`src/sv/hevcaud_pkg.sv`:
```
`timescale 1ns / 1ps
// ----------------------------------------------------------------------------
// HEVC access unit detector package
// Shared types, codes and defaults for the byte parser, the result queue and
// the result serialiser.
// ----------------------------------------------------------------------------
package hevcaud_pkg;

   // Defaults for the top level parameters
   localparam int SizeBitsDefault = 24;
   localparam int MaxUnitsDefault = 1024;

   // Depth of the bundle queue between parser and serialiser
   localparam int QueueDepth = 4;

   // NAL type ranges
   localparam logic [5:0] LAST_SLICE_TYPE = 6'd21;
   localparam logic [5:0] FIRST_PARAM_TYPE = 6'd32;  // VPS
   localparam logic [5:0] LAST_PARAM_TYPE = 6'd35;   // AUD
   localparam logic [5:0] SEI_PREFIX_TYPE = 6'd39;

   // Register reset values
   localparam logic [10:0] MAX_UNITS_RESET = 11'd1024;
   localparam logic [23:0] MAX_SIZE_RESET = 24'hFF_FFFF;

   // Configuration register indexes
   localparam logic [1:0] CSR_LENGTH_PREFIXED = 2'd0;
   localparam logic [1:0] CSR_MAX_UNITS = 2'd1;
   localparam logic [1:0] CSR_MAX_UNIT_SIZE = 2'd2;

   // Result kinds
   localparam logic [1:0] KIND_UNIT = 2'd0;
   localparam logic [1:0] KIND_FRAME = 2'd1;
   localparam logic [1:0] KIND_ERROR = 2'd2;

   // Error codes
   localparam logic [1:0] ERR_NONE = 2'd0;
   localparam logic [1:0] ERR_TOO_MANY = 2'd1;
   localparam logic [1:0] ERR_BAD_PREFIX = 2'd2;
   localparam logic [1:0] ERR_TRUNCATED = 2'd3;

   // Parse phase of the open unit
   typedef enum logic [1:0] {
      PHASE_IDLE,
      PHASE_HEADER,
      PHASE_CLASSIFIED
   } phase_type;

   // One stream byte
   typedef struct packed {
      logic [7:0] data_byte;
      logic       end_of_stream;
   } req_type;

   // One result
   typedef struct packed {
      logic [1:0]  kind;
      logic [5:0]  unit_type;
      logic [23:0] unit_size;
      logic [10:0] unit_count;
      logic [1:0]  error_code;
      logic        last_of_run;
   } rsp_type;

   // Results caused by one byte: one or two
   typedef struct packed {
      logic    two;
      rsp_type res1;
      rsp_type res0;
   } bundle_type;

endpackage

```
`src/sv/hevc_access_unit_detector.sv`:
```
`timescale 1ns / 1ps
// ----------------------------------------------------------------------------
// HEVC access unit detector
// Splits an HEVC elementary stream into NAL units and frames.
// ----------------------------------------------------------------------------
// Usage:
//  req_*  : one stream byte per request, end_of_stream on the final byte.
//  rsp_*  : unit, frame and error results; last_of_run marks the final
//           result caused by a byte. A byte causes zero, one or two results.
//  csr_*  : register writes (mode, unit limit, size limit), always ready;
//           write only while no results are outstanding. Changing the mode
//           drops all parse state.
//  Throughput: one byte per cycle while the bundle queue has room. A byte
//  with two results holds the single-result output register for both, so
//  such bytes drain at one result per cycle through the four-entry bundle
//  queue while rsp_ready is high. Path: the results of an accepted byte
//  enter the bundle queue and then the output register that drives rsp_valid.
//  Stall: when rsp_ready is low the output register holds, the queue fills
//  and req_ready falls once all four bundle slots are taken.
//  Reset: synchronous; clears parse state, queue and output, and restores
//  the register defaults. No clearing pass is needed.
// ----------------------------------------------------------------------------
module hevc_access_unit_detector #(
   parameter int SIZE_BITS = hevcaud_pkg::SizeBitsDefault,
   parameter int MAX_UNITS = hevcaud_pkg::MaxUnitsDefault
) (
   input  logic                 clock,
   input  logic                 reset,
   input  logic                 req_valid,
   output logic                 req_ready,
   input  hevcaud_pkg::req_type req_data,
   output logic                 rsp_valid,
   input  logic                 rsp_ready,
   output hevcaud_pkg::rsp_type rsp_data,
   input  logic                 csr_valid,
   output logic                 csr_ready,
   input  logic [1:0]           csr_index,
   input  logic [23:0]          csr_data
);

   logic                    q_ready, q_push, q_valid, q_pop;
   hevcaud_pkg::bundle_type q_bundle, q_head;

   assign csr_ready = 1'b1;

   // Parser
   hevcaud_front #(
      .SIZE_BITS(SIZE_BITS),
      .MAX_UNITS(MAX_UNITS)
   ) u_front (
      .clock     (clock),
      .reset     (reset),
      .req_valid (req_valid),
      .req_ready (req_ready),
      .req_data  (req_data),
      .csr_valid (csr_valid),
      .csr_index (csr_index),
      .csr_data  (csr_data),
      .q_ready   (q_ready),
      .q_push    (q_push),
      .q_bundle  (q_bundle)
   );

   // Bundle queue
   hevcaud_queue u_queue (
      .clock      (clock),
      .reset      (reset),
      .push       (q_push),
      .push_data  (q_bundle),
      .push_ready (q_ready),
      .pop        (q_pop),
      .head_valid (q_valid),
      .head_data  (q_head)
   );

   // Result serialiser
   hevcaud_back u_back (
      .clock     (clock),
      .reset     (reset),
      .q_valid   (q_valid),
      .q_head    (q_head),
      .q_pop     (q_pop),
      .rsp_valid (rsp_valid),
      .rsp_ready (rsp_ready),
      .rsp_data  (rsp_data)
   );

endmodule

```
`src/sv/hevcaud_front.sv`:
```
`timescale 1ns / 1ps
// ----------------------------------------------------------------------------
// HEVC access unit detector: byte parser
// Finds NAL units by start code or length prefix, classifies them into
// frames and writes the results of each byte as one bundle to the queue.
// ----------------------------------------------------------------------------
module hevcaud_front #(
   parameter int SIZE_BITS = hevcaud_pkg::SizeBitsDefault,
   parameter int MAX_UNITS = hevcaud_pkg::MaxUnitsDefault
) (
   input  logic                   clock,
   input  logic                   reset,
   input  logic                   req_valid,
   output logic                   req_ready,
   input  hevcaud_pkg::req_type   req_data,
   input  logic                   csr_valid,
   input  logic [1:0]             csr_index,
   input  logic [23:0]            csr_data,
   input  logic                   q_ready,
   output logic                   q_push,
   output hevcaud_pkg::bundle_type q_bundle
);

   localparam int CntW = ($clog2(MAX_UNITS + 1) > 11) ? $clog2(MAX_UNITS + 1) : 11;
   localparam logic [CntW:0] UnitsCap = (CntW + 1)'(MAX_UNITS);
   localparam logic [23:0] SizeCap =
      (SIZE_BITS >= 24) ? 24'hFF_FFFF : 24'((64'd1 << SIZE_BITS) - 64'd1);

   function automatic logic [23:0] cap_size(input logic [31:0] v);
      return (v > {8'd0, SizeCap}) ? SizeCap : v[23:0];
   endfunction

   function automatic hevcaud_pkg::rsp_type make_res(input logic [1:0] kind,
                                                     input logic [5:0] utype,
                                                     input logic [23:0] usize,
                                                     input logic [10:0] ucount,
                                                     input logic [1:0] code);
      hevcaud_pkg::rsp_type r;
      r.kind = kind;
      r.unit_type = utype;
      r.unit_size = usize;
      r.unit_count = ucount;
      r.error_code = code;
      r.last_of_run = 1'b0;
      return r;
   endfunction

   // Configuration registers
   logic        length_prefixed_ff;
   logic [10:0] max_units_ff;
   logic [23:0] max_size_ff;

   // Parser state
   logic [1:0]             zero_run_ff, zero_run_in;
   logic [1:0]             header_index_ff, header_index_in;
   logic [5:0]             current_type_ff, current_type_in;
   logic [31:0]            byte_counter_ff, byte_counter_in;
   logic                   unit_open_ff, unit_open_in;
   hevcaud_pkg::phase_type phase_ff, phase_in;
   logic                   frame_open_ff, frame_open_in;
   logic [5:0]             frame_type_ff, frame_type_in;
   logic [10:0]            frame_units_ff, frame_units_in;
   logic [23:0]            unit_target_ff, unit_target_in;

   // Working signals of the byte step
   logic                 accept, cfg_clear;
   logic [7:0]           b;
   logic                 eos, sc, hdr, cls, cls_first, len_end, err, starter, param;
   logic [1:0]           idx, err_code, n_res;
   logic [CntW:0]        limit, fu_next;
   hevcaud_pkg::rsp_type res0, res1;

   assign accept = req_valid && q_ready;
   assign req_ready = q_ready;
   assign cfg_clear = csr_valid && (csr_index == hevcaud_pkg::CSR_LENGTH_PREFIXED) &&
                      (csr_data[0] != length_prefixed_ff);
   assign limit = ((CntW + 1)'(max_units_ff) > UnitsCap) ? UnitsCap :
                  (CntW + 1)'(max_units_ff);

   // Configuration writes
   always_ff @(posedge clock) begin
      if (reset) begin
         length_prefixed_ff <= 1'b0;
         max_units_ff <= hevcaud_pkg::MAX_UNITS_RESET;
         max_size_ff <= hevcaud_pkg::MAX_SIZE_RESET;
      end else if (csr_valid) begin
         case (csr_index)
            hevcaud_pkg::CSR_LENGTH_PREFIXED: length_prefixed_ff <= csr_data[0];
            hevcaud_pkg::CSR_MAX_UNITS:       max_units_ff <= csr_data[10:0];
            hevcaud_pkg::CSR_MAX_UNIT_SIZE:   max_size_ff <= csr_data;
            default: ;
         endcase
      end
   end

   // One byte step: worked through in order, as the stream defines it
   always_comb begin
      zero_run_in = zero_run_ff;
      header_index_in = header_index_ff;
      current_type_in = current_type_ff;
      byte_counter_in = byte_counter_ff;
      unit_open_in = unit_open_ff;
      phase_in = phase_ff;
      frame_open_in = frame_open_ff;
      frame_type_in = frame_type_ff;
      frame_units_in = frame_units_ff;
      unit_target_in = unit_target_ff;
      b = req_data.data_byte;
      eos = accept && req_data.end_of_stream;
      sc = 1'b0;
      hdr = 1'b0;
      cls = 1'b0;
      cls_first = 1'b0;
      len_end = 1'b0;
      err = 1'b0;
      err_code = hevcaud_pkg::ERR_NONE;
      starter = 1'b0;
      param = 1'b0;
      idx = header_index_ff;
      fu_next = '0;
      n_res = 2'd0;
      res0 = '0;
      res1 = '0;

      if (accept) begin
         // Delimiting
         if (!length_prefixed_ff) begin
            sc = (b == 8'h01) && (zero_run_ff == 2'd2);
            if (b == 8'h00) begin
               if (zero_run_ff < 2'd2) zero_run_in = zero_run_ff + 2'd1;
            end else begin
               zero_run_in = 2'd0;
            end
            if (unit_open_ff) begin
               if (byte_counter_ff != '1) byte_counter_in = byte_counter_ff + 32'd1;
               hdr = 1'b1;
            end else if (sc && !eos) begin
               unit_open_in = 1'b1;
               phase_in = hevcaud_pkg::PHASE_HEADER;
               header_index_in = 2'd0;
               byte_counter_in = '0;
               current_type_in = '0;
               zero_run_in = 2'd0;
            end
         end else begin
            if (!unit_open_ff) begin
               byte_counter_in = {byte_counter_ff[23:0], b};
               if (header_index_ff == 2'd3) begin
                  if (byte_counter_in == 32'd0 || byte_counter_in > {8'd0, max_size_ff}) begin
                     err = 1'b1;
                     err_code = hevcaud_pkg::ERR_BAD_PREFIX;
                  end else begin
                     unit_target_in = byte_counter_in[23:0];
                     unit_open_in = 1'b1;
                     phase_in = hevcaud_pkg::PHASE_HEADER;
                     header_index_in = 2'd0;
                     byte_counter_in = '0;
                     current_type_in = '0;
                     zero_run_in = 2'd0;
                  end
               end else begin
                  header_index_in = header_index_ff + 2'd1;
               end
            end else begin
               byte_counter_in = byte_counter_ff + 32'd1;
               hdr = 1'b1;
            end
         end

         // Header bytes: type on the first, first_slice_segment on the third
         if (hdr) begin
            idx = header_index_ff;
            if (header_index_ff < 2'd3) header_index_in = header_index_ff + 2'd1;
            if (phase_ff == hevcaud_pkg::PHASE_HEADER) begin
               if (idx == 2'd0) begin
                  current_type_in = b[6:1];
                  if (current_type_in > hevcaud_pkg::LAST_SLICE_TYPE) cls = 1'b1;
               end else if (idx == 2'd2) begin
                  cls = 1'b1;
                  cls_first = b[7];
               end
            end
            // short slice in length mode is classified on its last byte
            len_end = length_prefixed_ff &&
                      (byte_counter_in >= {8'd0, unit_target_ff});
            if (len_end && !cls && phase_ff == hevcaud_pkg::PHASE_HEADER) cls = 1'b1;
         end

         // Classification: frame boundary and unit count
         if (cls) begin
            starter = (current_type_in <= hevcaud_pkg::LAST_SLICE_TYPE) && cls_first;
            param = (current_type_in >= hevcaud_pkg::FIRST_PARAM_TYPE &&
                     current_type_in <= hevcaud_pkg::LAST_PARAM_TYPE) ||
                    (current_type_in == hevcaud_pkg::SEI_PREFIX_TYPE);
            if (frame_open_in && !eos && (param || starter)) begin
               if (n_res < 2'd2) begin
                  if (n_res[0]) res1 = make_res(hevcaud_pkg::KIND_FRAME, frame_type_in, 24'd0,
                                                frame_units_in, hevcaud_pkg::ERR_NONE);
                  else res0 = make_res(hevcaud_pkg::KIND_FRAME, frame_type_in, 24'd0,
                                       frame_units_in, hevcaud_pkg::ERR_NONE);
                  n_res = n_res + 2'd1;
               end
               frame_open_in = 1'b0;
               frame_units_in = '0;
               frame_type_in = '0;
            end
            fu_next = (CntW + 1)'(frame_units_in) + (CntW + 1)'(1);
            if (fu_next > limit) begin
               err = 1'b1;
               err_code = hevcaud_pkg::ERR_TOO_MANY;
            end else begin
               frame_units_in = frame_units_in + 11'd1;
               if (starter && !frame_open_in) begin
                  frame_open_in = 1'b1;
                  frame_type_in = current_type_in;
               end
               phase_in = hevcaud_pkg::PHASE_CLASSIFIED;
            end
         end

         // Unit end
         if (!err && hdr) begin
            if (!length_prefixed_ff && sc) begin
               if (n_res < 2'd2) begin
                  if (n_res[0]) res1 = make_res(hevcaud_pkg::KIND_UNIT, current_type_in,
                                                cap_size(byte_counter_in - 32'd3), 11'd0,
                                                hevcaud_pkg::ERR_NONE);
                  else res0 = make_res(hevcaud_pkg::KIND_UNIT, current_type_in,
                                       cap_size(byte_counter_in - 32'd3), 11'd0,
                                       hevcaud_pkg::ERR_NONE);
                  n_res = n_res + 2'd1;
               end
               unit_open_in = 1'b0;
               phase_in = hevcaud_pkg::PHASE_IDLE;
               if (!eos) begin
                  unit_open_in = 1'b1;
                  phase_in = hevcaud_pkg::PHASE_HEADER;
                  header_index_in = 2'd0;
                  byte_counter_in = '0;
                  current_type_in = '0;
                  zero_run_in = 2'd0;
               end
            end else if (len_end) begin
               if (n_res < 2'd2) begin
                  if (n_res[0]) res1 = make_res(hevcaud_pkg::KIND_UNIT, current_type_in,
                                                cap_size({8'd0, unit_target_ff}), 11'd0,
                                                hevcaud_pkg::ERR_NONE);
                  else res0 = make_res(hevcaud_pkg::KIND_UNIT, current_type_in,
                                       cap_size({8'd0, unit_target_ff}), 11'd0,
                                       hevcaud_pkg::ERR_NONE);
                  n_res = n_res + 2'd1;
               end
               unit_open_in = 1'b0;
               phase_in = hevcaud_pkg::PHASE_IDLE;
               header_index_in = 2'd0;
               byte_counter_in = '0;
            end
         end

         // End of stream closes the open unit and frame
         if (!err && eos) begin
            if (unit_open_in) begin
               if (length_prefixed_ff || phase_in != hevcaud_pkg::PHASE_CLASSIFIED) begin
                  err = 1'b1;
                  err_code = hevcaud_pkg::ERR_TRUNCATED;
               end else begin
                  if (n_res < 2'd2) begin
                     if (n_res[0]) res1 = make_res(hevcaud_pkg::KIND_UNIT, current_type_in,
                                                   cap_size(byte_counter_in), 11'd0,
                                                   hevcaud_pkg::ERR_NONE);
                     else res0 = make_res(hevcaud_pkg::KIND_UNIT, current_type_in,
                                          cap_size(byte_counter_in), 11'd0,
                                          hevcaud_pkg::ERR_NONE);
                     n_res = n_res + 2'd1;
                  end
                  if (frame_open_in && n_res < 2'd2) begin
                     if (n_res[0]) res1 = make_res(hevcaud_pkg::KIND_FRAME, frame_type_in, 24'd0,
                                                   frame_units_in, hevcaud_pkg::ERR_NONE);
                     else res0 = make_res(hevcaud_pkg::KIND_FRAME, frame_type_in, 24'd0,
                                          frame_units_in, hevcaud_pkg::ERR_NONE);
                     n_res = n_res + 2'd1;
                  end
               end
            end else if (length_prefixed_ff && header_index_in != 2'd0) begin
               err = 1'b1;
               err_code = hevcaud_pkg::ERR_TRUNCATED;
            end else if (frame_open_in && n_res < 2'd2) begin
               if (n_res[0]) res1 = make_res(hevcaud_pkg::KIND_FRAME, frame_type_in, 24'd0,
                                             frame_units_in, hevcaud_pkg::ERR_NONE);
               else res0 = make_res(hevcaud_pkg::KIND_FRAME, frame_type_in, 24'd0,
                                    frame_units_in, hevcaud_pkg::ERR_NONE);
               n_res = n_res + 2'd1;
            end
         end

         // Error report
         if (err && n_res < 2'd2) begin
            if (n_res[0]) res1 = make_res(hevcaud_pkg::KIND_ERROR, 6'd0, 24'd0, 11'd0, err_code);
            else res0 = make_res(hevcaud_pkg::KIND_ERROR, 6'd0, 24'd0, 11'd0, err_code);
            n_res = n_res + 2'd1;
         end
      end

      // Error, end of stream or a mode change drop everything
      if (err || eos || cfg_clear) begin
         zero_run_in = 2'd0;
         header_index_in = 2'd0;
         current_type_in = '0;
         byte_counter_in = '0;
         unit_open_in = 1'b0;
         phase_in = hevcaud_pkg::PHASE_IDLE;
         frame_open_in = 1'b0;
         frame_type_in = '0;
         frame_units_in = '0;
         unit_target_in = '0;
      end
   end

   // Bundle to the queue
   assign q_push = accept && (n_res != 2'd0);
   always_comb begin
      q_bundle.two = (n_res == 2'd2);
      q_bundle.res0 = res0;
      q_bundle.res1 = res1;
   end

   // Parser state registers
   always_ff @(posedge clock) begin
      if (reset) begin
         zero_run_ff <= 2'd0;
         header_index_ff <= 2'd0;
         current_type_ff <= '0;
         byte_counter_ff <= '0;
         unit_open_ff <= 1'b0;
         phase_ff <= hevcaud_pkg::PHASE_IDLE;
         frame_open_ff <= 1'b0;
         frame_type_ff <= '0;
         frame_units_ff <= '0;
         unit_target_ff <= '0;
      end else begin
         zero_run_ff <= zero_run_in;
         header_index_ff <= header_index_in;
         current_type_ff <= current_type_in;
         byte_counter_ff <= byte_counter_in;
         unit_open_ff <= unit_open_in;
         phase_ff <= phase_in;
         frame_open_ff <= frame_open_in;
         frame_type_ff <= frame_type_in;
         frame_units_ff <= frame_units_in;
         unit_target_ff <= unit_target_in;
      end
   end

endmodule

```
`src/sv/hevcaud_queue.sv`:
```
`timescale 1ns / 1ps
// ----------------------------------------------------------------------------
// HEVC access unit detector: bundle queue
// Short FIFO of result bundles between the parser and the serialiser.
// ----------------------------------------------------------------------------
module hevcaud_queue (
   input  logic                    clock,
   input  logic                    reset,
   input  logic                    push,
   input  hevcaud_pkg::bundle_type push_data,
   output logic                    push_ready,
   input  logic                    pop,
   output logic                    head_valid,
   output hevcaud_pkg::bundle_type head_data
);

   localparam int Depth = hevcaud_pkg::QueueDepth;
   localparam int PtrW = (Depth > 1) ? $clog2(Depth) : 1;
   localparam int CntW = $clog2(Depth + 1);
   localparam logic [PtrW-1:0] LastPtr = PtrW'(Depth - 1);
   localparam logic [CntW-1:0] FullCount = CntW'(Depth);

   hevcaud_pkg::bundle_type entries_ff [Depth];
   logic [PtrW-1:0] wr_ptr_ff, wr_ptr_in;
   logic [PtrW-1:0] rd_ptr_ff, rd_ptr_in;
   logic [CntW-1:0] count_ff, count_in;
   logic            do_pop;

   assign push_ready = (count_ff != FullCount);
   assign head_valid = (count_ff != '0);
   assign head_data = entries_ff[rd_ptr_ff];
   assign do_pop = pop && head_valid;

   // Pointer and fill level
   always_comb begin
      wr_ptr_in = wr_ptr_ff;
      rd_ptr_in = rd_ptr_ff;
      count_in = count_ff;
      if (push) wr_ptr_in = (wr_ptr_ff == LastPtr) ? '0 : wr_ptr_ff + PtrW'(1);
      if (do_pop) rd_ptr_in = (rd_ptr_ff == LastPtr) ? '0 : rd_ptr_ff + PtrW'(1);
      if (push && !do_pop) count_in = count_ff + CntW'(1);
      else if (!push && do_pop) count_in = count_ff - CntW'(1);
   end

   always_ff @(posedge clock) begin
      if (reset) begin
         wr_ptr_ff <= '0;
         rd_ptr_ff <= '0;
         count_ff <= '0;
      end else begin
         wr_ptr_ff <= wr_ptr_in;
         rd_ptr_ff <= rd_ptr_in;
         count_ff <= count_in;
      end
   end

   // Storage
   always_ff @(posedge clock) begin
      if (push) entries_ff[wr_ptr_ff] <= push_data;
   end

   // Parser only writes when there is room
   assert property (@(posedge clock) disable iff (reset) push |-> push_ready)
      else $error("bundle written to a full queue");

   // Fill level stays within the depth
   assert property (@(posedge clock) disable iff (reset) count_ff <= FullCount)
      else $error("queue fill level out of range");

endmodule

```
`src/sv/hevcaud_back.sv`:
```
`timescale 1ns / 1ps
// ----------------------------------------------------------------------------
// HEVC access unit detector: result serialiser
// Takes queued bundles and, while rsp_ready is high, delivers their results
// one per cycle through the output register, marking the last of each byte.
// ----------------------------------------------------------------------------
module hevcaud_back (
   input  logic                    clock,
   input  logic                    reset,
   input  logic                    q_valid,
   input  hevcaud_pkg::bundle_type q_head,
   output logic                    q_pop,
   output logic                    rsp_valid,
   input  logic                    rsp_ready,
   output hevcaud_pkg::rsp_type    rsp_data
);

   logic                 rsp_valid_ff, rsp_valid_in;
   hevcaud_pkg::rsp_type rsp_data_ff, rsp_data_in;
   logic                 half_ff, half_in;
   logic                 load, last;

   assign load = q_valid && (!rsp_valid_ff || rsp_ready);
   assign last = !q_head.two || half_ff;
   assign q_pop = load && last;

   // Pick the next result of the head bundle
   always_comb begin
      rsp_valid_in = rsp_valid_ff && !rsp_ready;
      rsp_data_in = rsp_data_ff;
      half_in = half_ff;
      if (load) begin
         rsp_valid_in = 1'b1;
         rsp_data_in = half_ff ? q_head.res1 : q_head.res0;
         rsp_data_in.last_of_run = last;
         half_in = !last;
      end
   end

   always_ff @(posedge clock) begin
      if (reset) begin
         rsp_valid_ff <= 1'b0;
         half_ff <= 1'b0;
      end else begin
         rsp_valid_ff <= rsp_valid_in;
         half_ff <= half_in;
      end
   end

   always_ff @(posedge clock) begin
      rsp_data_ff <= rsp_data_in;
   end

   assign rsp_valid = rsp_valid_ff;
   assign rsp_data = rsp_data_ff;

   // The second result of a bundle follows straight after the first
   assert property (@(posedge clock) disable iff (reset)
      rsp_valid_ff && rsp_ready && !rsp_data_ff.last_of_run |=> rsp_valid_ff)
      else $error("second result of a byte not delivered next");

   // While half way through a bundle it must still sit at the head
   assert property (@(posedge clock) disable iff (reset) half_ff |-> q_valid)
      else $error("bundle left the queue before both results went out");

   // An error result always carries a code
   assert property (@(posedge clock) disable iff (reset)
      rsp_valid_ff && rsp_data_ff.kind == hevcaud_pkg::KIND_ERROR |->
      rsp_data_ff.error_code != hevcaud_pkg::ERR_NONE)
      else $error("error result without an error code");

endmodule

```
`config.mk`:
```
export PLATFORM = sky130hd
export DESIGN_NAME = hevc_access_unit_detector
export DESIGN_NICKNAME = d
export VERILOG_FILES = /design/src/sv/hevcaud_pkg.sv /design/src/sv/hevc_access_unit_detector.sv /design/src/sv/hevcaud_front.sv /design/src/sv/hevcaud_queue.sv /design/src/sv/hevcaud_back.sv
export SDC_FILE = /design/constraint.sdc
export NUM_CORES = 1
export LEC_CHECK = 0
export BUFFER_PORTS_ARGS = -buffer_cell sky130_fd_sc_hd__buf_2
export CAP_MARGIN = 10
export CORE_MARGIN = 2
export CORE_UTILIZATION = 30
export CTS_CLUSTER_DIAMETER = 80
export CTS_CLUSTER_SIZE = 28
export DETAILED_ROUTE_END_ITERATION = 8
export PLACE_DENSITY = 0.49
export REMOVE_ABC_BUFFERS = 1
export SETUP_SLACK_MARGIN = 0.15
export SYNTH_ARGS = -nofsm -noshare
export SYNTH_HDL_FRONTEND = slang
export SYNTH_SLANG_ARGS = --single-unit
```
`constraint.sdc`:
```
create_clock -name clock -period 14 [get_ports clock]
set_input_delay 2.8 -clock clock [delete_from_list [all_inputs] [get_ports clock]]
set_output_delay 2.8 -clock clock [all_outputs]
set_load 0.05 [all_outputs]
```
==> reports/metrics.yaml, run 1 <==
synth_edf_count: 410
grt_pass1_vias: 19510
dp_hpwl_um: 59050
hold_depth: 2
seq_area_frac_synth: 0.5430
cp_max_fo: 14
grt_pass1_wl_um: 125800
reg2reg_from: "u_front.byte_counter_ff[7]"
holdPathEnd: "u_front.current_type_ff[0]"
synthArstFlopShare: 0
p_leak_nw: 10.31
min_path_type: "flop to flop"
hold_start: "u_front.current_type_ff[0]"
outcome: "finished, final reports clean"
antenna_found_initial: 1
reg2reg_depth: 41
ctsHoldBuffers: 0
die_width_um: 307.4
clk_latency_ns: 0.60
ys_seq_elements: 544
cts_tree: "done"
die_area_um2: 94480
tightest_slew_ns: 1.180
setup_viol: 0
rsz0062_at_grt: "false"
grt.overflow.total: 0
p_per_area_nw_per_um2: 129.2
gp_congestion: 0.9223
cts_htree_levels: 2
synth-main-ff-cell: "edfxtp_1"
power.total_mw: 3.954
cts_made_buffers: 34
arrival_ns: 12.95
drc_errors: 0
relSlewSlack: 0.2123
yosysWarnings: 0
wirelength_um: 83260
critPathMostFrequentCell: "ha_1"
crit_path_start_kind: "input port"
vias_per_cell: 5.538
ir_drop_uv: 89.52
clkSlewWorstSetupHoldPaths_ns: 0.10
finalMaxSlewViolations: 0
synthToLayoutAreaGrowth_pct: 10.81
ant_nets: 0
avgSynthCellArea_um2: 11.74
cts.sinks: 544
regToRegSetupSlack_ns: 3.16
max_clock_freq_mhz: 80.38
cp.required_ns: 14.51
num_rows: 111
period_share: 0.8887
drive_gt1_frac: 0.1674
cpMaxStageDelayCell: "nor3_4"
min_period_ns: 12.44
post_cts_resize_count: 0
nets: 2487
clock_skew_ns: 0.03945
setup_tns_ns: 0
r2r_end: "u_queue.count_ff[2]"
dr_total_vias: 19800
crit_type: "input port to flop"
fin_util: 0.3348
worst_setup_path_end_kind: "flop"
drt-initial-drc-count: 1863
core_um2: 91390
hold_viol_final: 0
antennaDiodeCount: 0
track_usage: 0.1732
grt_max_degree: 67
slowest_delay_ns: 0.52
wl_per_cell_um: 23.29
drv_cap: 0
start_util: 0.3021
cts-root-buf: "clkbuf_16"
syn_inst: 2351
synthDistinctLibCells: 106
synth_area_um2: 27610
numPortBuffers: 87
firstDrtPassIters: 6
cts_setup_buffers: 0
ios: 89
clock_path_buffers: 3
die_h_um: 307.4
how the worst max path moves through the flow:
stage | from | end | slack (ns) | cells past startpoint
2_1_floorplan | req_data[8] | u_queue.entries_ff[0][10] | 1.26 | 35
3_3_place_gp | req_data[8] | u_queue.count_ff[2] | 1.45 | 42
3_5_place_dp | req_data[8] | u_queue.count_ff[2] | 1.06 | 42
4_1_cts | req_data[8] | u_queue.count_ff[2] | 1.67 | 42
5_1_grt | req_data[6] | u_queue.count_ff[2] | 0.83 | 42
6_report | req_data[8] | u_queue.count_ff[2] | 1.56 | 42
area by class of cell:
class                   instances  area [um2]
clock inverters                22       359.1
flip-flops and latches        544       15000
clock buffers                  37       893.4
fillers                      9064       60790
inverters                      90       337.8
repair buffers                130       833.3
well taps                    1186        1484
multi-input cells            1566       11690
placed cells by master, fill, tap and decap left out, types with 18 or more instances in the layout:
cell and instances:
xnor2_1 25, a21o_1 24, mux2_2 50, inv_1 89
dfxtp_1 130, xor2_1 19, mux4_2 91, a211o_1 28
nor2_1 168, o22ai_1 25, nor3_1 37, and2_1 22
nand2_1 221, o211ai_1 19, buf_4 37, clkbuf_16 35
and3_1 21, nand3_1 80, edfxtp_1 410, nor4_1 28
nand4_1 22, ha_1 80, o21ai_0 69, a211oi_1 22
a22o_1 18, a21oi_1 174, buf_2 87, a22oi_1 25
nand2b_1 21
power breakdown:
group	switching [mW]	leakage [nW]	internal, mW	total, mW
combinational	0.592	4.67	0.293	0.885
sequential	0.0471	5.04	1.86	1.90
clock	0.624	0.601	0.543	1.17
routing by layer:
metal | vias up | global-route usage | wire [um]
met5 | - | 0 | 11
met4 | 2 | 0.04594 | 2054
met3 | 115 | 0.02099 | 4741
met2 | 662 | 0.2764 | 38010
met1 | 10010 | 0.2486 | 38440
li1 | 9010 | - | -
registers in the layout (all words and copies together), names as in the netlist, 3 cells and up, named ones only:
name / flops
u_front.byte_counter_ff: 32
u_front.unit_target_ff: 24
u_front.max_size_ff: 24
u_back.rsp_data: 46
u_front.frame_units_ff: 11
u_queue.count_ff: 3
u_front.max_units_ff: 11
u_front.current_type_ff: 6
u_front.frame_type_ff: 6
u_queue.entries_ff: 364
cell families after synthesis:
group / count (synthesis) / synth area share
buf+inv: 241 / 0.03512
xor+xnor: 44 / 0.01396
flops: 544 / 0.5430
simple gates: 696 / 0.1223
compound gates: 588 / 0.1484
other cells: 1 / 0.0001358
mux: 156 / 0.1001
fa+ha+maj: 81 / 0.03698
per-stage QoR:
stage / cell area [um2] / cells / hold slack (ns) / setup WS [ns]
after detailed placement: 29340 / 3516 / 0.4532 / 1.056
after CTS: 30600 / 3575 / 0.4658 / 1.667
after floorplan: 26980 / 2200 / 0.4322 / 1.261
after global placement: 29340 / 3516 / 0.4485 / 1.446
after global routing: 30600 / 3575 / 0.4820 / 0.8290
final: 30600 / 3575 / 0.4657 / 1.559
worst max-delay path, delay by kind of cell:
| family | cells | cell delay, ns |
|---|---|---|
| mux | 1 | 0.41 |
| xor+xnor | 2 | 0.36 |
| fa+ha+maj | 8 | 2.24 |
| compound gates | 10 | 2.65 |
| buf+inv | 6 | 0.78 |
| simple gates | 15 | 3.70 |
synthesized netlist by cell type (all sizes together), types with 6 or more instances:
master	instances	share of area
and3	21	0.0048
o22ai	25	0.0057
mux2i	14	0.0051
a21o	24	0.0065
and4	7	0.0022
a21oi	186	0.035
xnor2	25	0.0079
a22o	18	0.0057
o2bb2ai	9	0.0029
or3	13	0.0029
a31o	7	0.0025
a32oi	7	0.0022
mux4	91	0.074
nand2b	21	0.0048
edfxtp	410	0.45
a22oi	27	0.0077
o211ai	20	0.0056
a211o	28	0.0089
nand3	81	0.015
buf	63	0.011
inv	89	0.012
o21ai	92	0.018
nand2	225	0.031
nand4	23	0.0058
o31ai	9	0.0031
a31oi	20	0.0055
or2	7	0.0016
nor4	32	0.0079
o22a	6	0.0019
dfxtp	134	0.097
o21a	13	0.0035
xor2	19	0.0060
a311oi	7	0.0027
ha	80	0.036
a211oi	23	0.0067
a21boi	10	0.0029
nor2	168	0.023
clkbuf	88	0.012
nor2b	8	0.0018
mux2	51	0.021
nor3	41	0.0088
a221o	7	0.0025
and2	29	0.0066
Power figures use the tool's default switching activity.
==> run 2, diff against run 1 <==
==> constraint.sdc (replaced) <==
create_clock -name clock -period 14 [get_ports clock]
set_input_delay 0.7 -clock clock [delete_from_list [all_inputs] [get_ports clock]]
set_output_delay 0.7 -clock clock [all_outputs]
set_load 0.05 [all_outputs]
==> run 2 against run 1 <==
  * Hold slack got worse by 0.15 ns
  * Register-to-register slack lost 0.11 ns
  * Clock-buffer cell count rose by 5
  * Clock power about the same
  * Design area shrank 0.45%
  * Critical endpoint is now u_queue.entries_ff[0][83]
  * Largest power group unchanged
==> reports/metrics.yaml, run 2 (synthesized netlist as in run 1, its figures left out) <==
outcome: "finished, final reports clean"
ctsHoldBuffers: 0  # unchanged
multi_input_area_um2: 11690  # unchanged
worst_setup_path_end_kind: "flop"
final_cell_mix: "edfxtp_1 (410), nand2_1 (221), a21oi_1 (174), nor2_1 (168), dfxtp_1 (130)"
relSlewSlack: 0.2560  # +0.04371
p_per_area_nw_per_um2: 129.1  # -0.13%
top_register: "u_queue.entries_ff"
combPwrFrac: 0.229  # +0.005
firstDrtPassIters: 6  # unchanged
cts_htree_levels: 2  # unchanged
finalMaxSlewViolations: 0  # unchanged
clock_path_buffers: 3  # unchanged
wl_per_cell_um: 23.67  # +1.6%
vias_per_cell: 5.488  # -0.90%
setup.worst_path.start: "u_front.byte_counter_ff[6]"
ir_drop_uv: 90.24  # +0.80%
drive_gt1_frac: 0.1663  # -0.001117
drv_cap: 0  # unchanged
die_area_um2: 94480  # unchanged
mostFrequentLayoutCell: "edfxtp_1"
antenna_found_initial: 2  # +1
p_leak_nw: 10.26  # -0.45%
arrival_ns: 11.18  # -1.77 ns
hold_start: "csr_data[17]"
cts_tree: "done"
wirelength_um: 84580  # +1.6%
crit_buf_inv: 4  # -2
clock_skew_ns: 0.03993  # +0.0004845 ns
ant_nets: 0  # unchanged
dr_total_vias: 19610  # -0.95%
rsz0062_at_grt: "false"
setup_ws_ns: 3.055  # +1.496 ns
synthToLayoutAreaGrowth_pct: 10.32
switching_share: 0.3206  # +0.0009226
min_period_ns: 10.95  # -1.496 ns
die_width_um: 307.4  # unchanged
setup_viol: 0  # unchanged
num_rows: 111  # unchanged
tightest_slew_ns: 1.116  # -0.06437 ns
nets: 2486  # -0.040%
cts.sinks: 544  # unchanged
cpMaxStageDelayCell: "nor4_2"
grt.overflow.total: 0  # unchanged
cp_max_fo: 42  # +28
die_h_um: 307.4  # unchanged
clock_power_share: 0.289  # -0.006
core_um2: 91390  # unchanged
fin_area_um2: 30460  # -0.45%
p_int_mw: 2.671  # -0.71%
dp_slack_ns: 3.095  # +2.039 ns
post_cts_resize_count: 0  # unchanged
largest_reg_flops: 364  # unchanged
register_area_um2: 15000  # unchanged
drt-initial-drc-count: 1781  # -4.4%
cts_setup_buffers: 0  # unchanged
clk_latency_ns: 0.59  # about the same
min_path_type: "input port to flop"
reg2reg_from: "u_front.byte_counter_ff[6]"
hold_viol_final: 0  # unchanged
max_clock_freq_mhz: 91.37  # +14%
period_share: 0.7818  # -0.1069
drc_errors: 0  # unchanged
grt_pass1_wl_um: 126600  # +0.66%
slowest_delay_ns: 0.86  # +0.34 ns
numPortBuffers: 87  # unchanged
track_usage: 0.1757  # +0.002410
crit_path_start_kind: "flop"
setup_tns_ns: 0  # unchanged
p_switching_mw: 1.260  # -0.28%
grt_max_degree: 88  # +31%
cp.required_ns: 14.23  # -0.28 ns
clkSlewWorstSetupHoldPaths_ns: 0.10  # about the same
fillers: 9096  # +0.35%
postPlaceCellArea_um2: 29250  # -0.33%
cts-root-buf: "clkbuf_16"
start_util: 0.3021  # unchanged
crit_type: "flop to flop"
antennaDiodeCount: 0  # unchanged
pwr-share-seq: 0.482  # about the same
cts_made_buffers: 35  # +2.9%
cp_top_family: "simple AND/OR/NAND/NOR gates"
grt_pass1_vias: 19220  # -1.5%
dp_hpwl_um: 59300  # +0.43%
ios: 89  # unchanged
gp_congestion: 0.9392  # +1.8%
-- run 2: metrics by stage --
stage          cells  hold slack (ns)    util  power [mW]
2_1_floorplan   2200           0.4322       -       2.606
4_1_cts         3572           0.2784  0.3332       3.998
5_1_grt         3573           0.2879  0.3333       4.098
3_5_place_dp    3513           0.4519  0.3200       2.855
6_report        3573           0.3112  0.3333       3.932
3_3_place_gp    3513           0.4459  0.3200       2.849
-- run 2: area by class of cell --
type                       count  area share
multi-input combinational   1566      0.3836
clock inverter                17    0.008256
inverter                      90     0.01109
clock buffer                  42     0.03134
tap                         1186     0.04872
timing repair buffer         128     0.02440
sequential                   544      0.4926
-- run 2: routing by layer --
metal	vias to the layer above	wire, um	GRT usage
li1	8977	-	-
met1	9861	39600	0.2522
met2	645	38400	0.2786
met3	125	4392	0.02292
met4	2	2181	0.04742
met5	-	7	0
-- run 2: power by group through the flow --
stage | Combinational [mW] | Clock (mW) | Sequential (mW)
detailed placement | 0.920 | 0 | 1.94
CTS | 0.923 | 1.18 | 1.90
global route | 0.964 | 1.23 | 1.91
finish | 0.899 | 1.14 | 1.90
global placement | 0.915 | 0 | 1.93
floorplan | 0.398 | 0 | 2.21
-- run 2: worst reg2reg max path, delay by kind of cell (launching register included) --
family                   cells  cell delay [ns]
AND/OR/NAND/NOR             11             4.08
AO/OA/AOI/OAI               12             2.98
adder cells (fa/ha/maj)      5             1.46
buffers and inverters        4             1.03
flip-flops                   1             0.73
multiplexers                 1             0.33
-- run 2: final timing paths --
kind,to,depth (start not counted),slack (ns)
setup / recovery,u_queue.entries_ff[0][83],33,3.05
hold / removal,u_front.max_size_ff[17],2,0.31
setup reg to reg,u_queue.entries_ff[0][83],33,3.05
hold reg to reg,u_front.current_type_ff[1],2,0.47
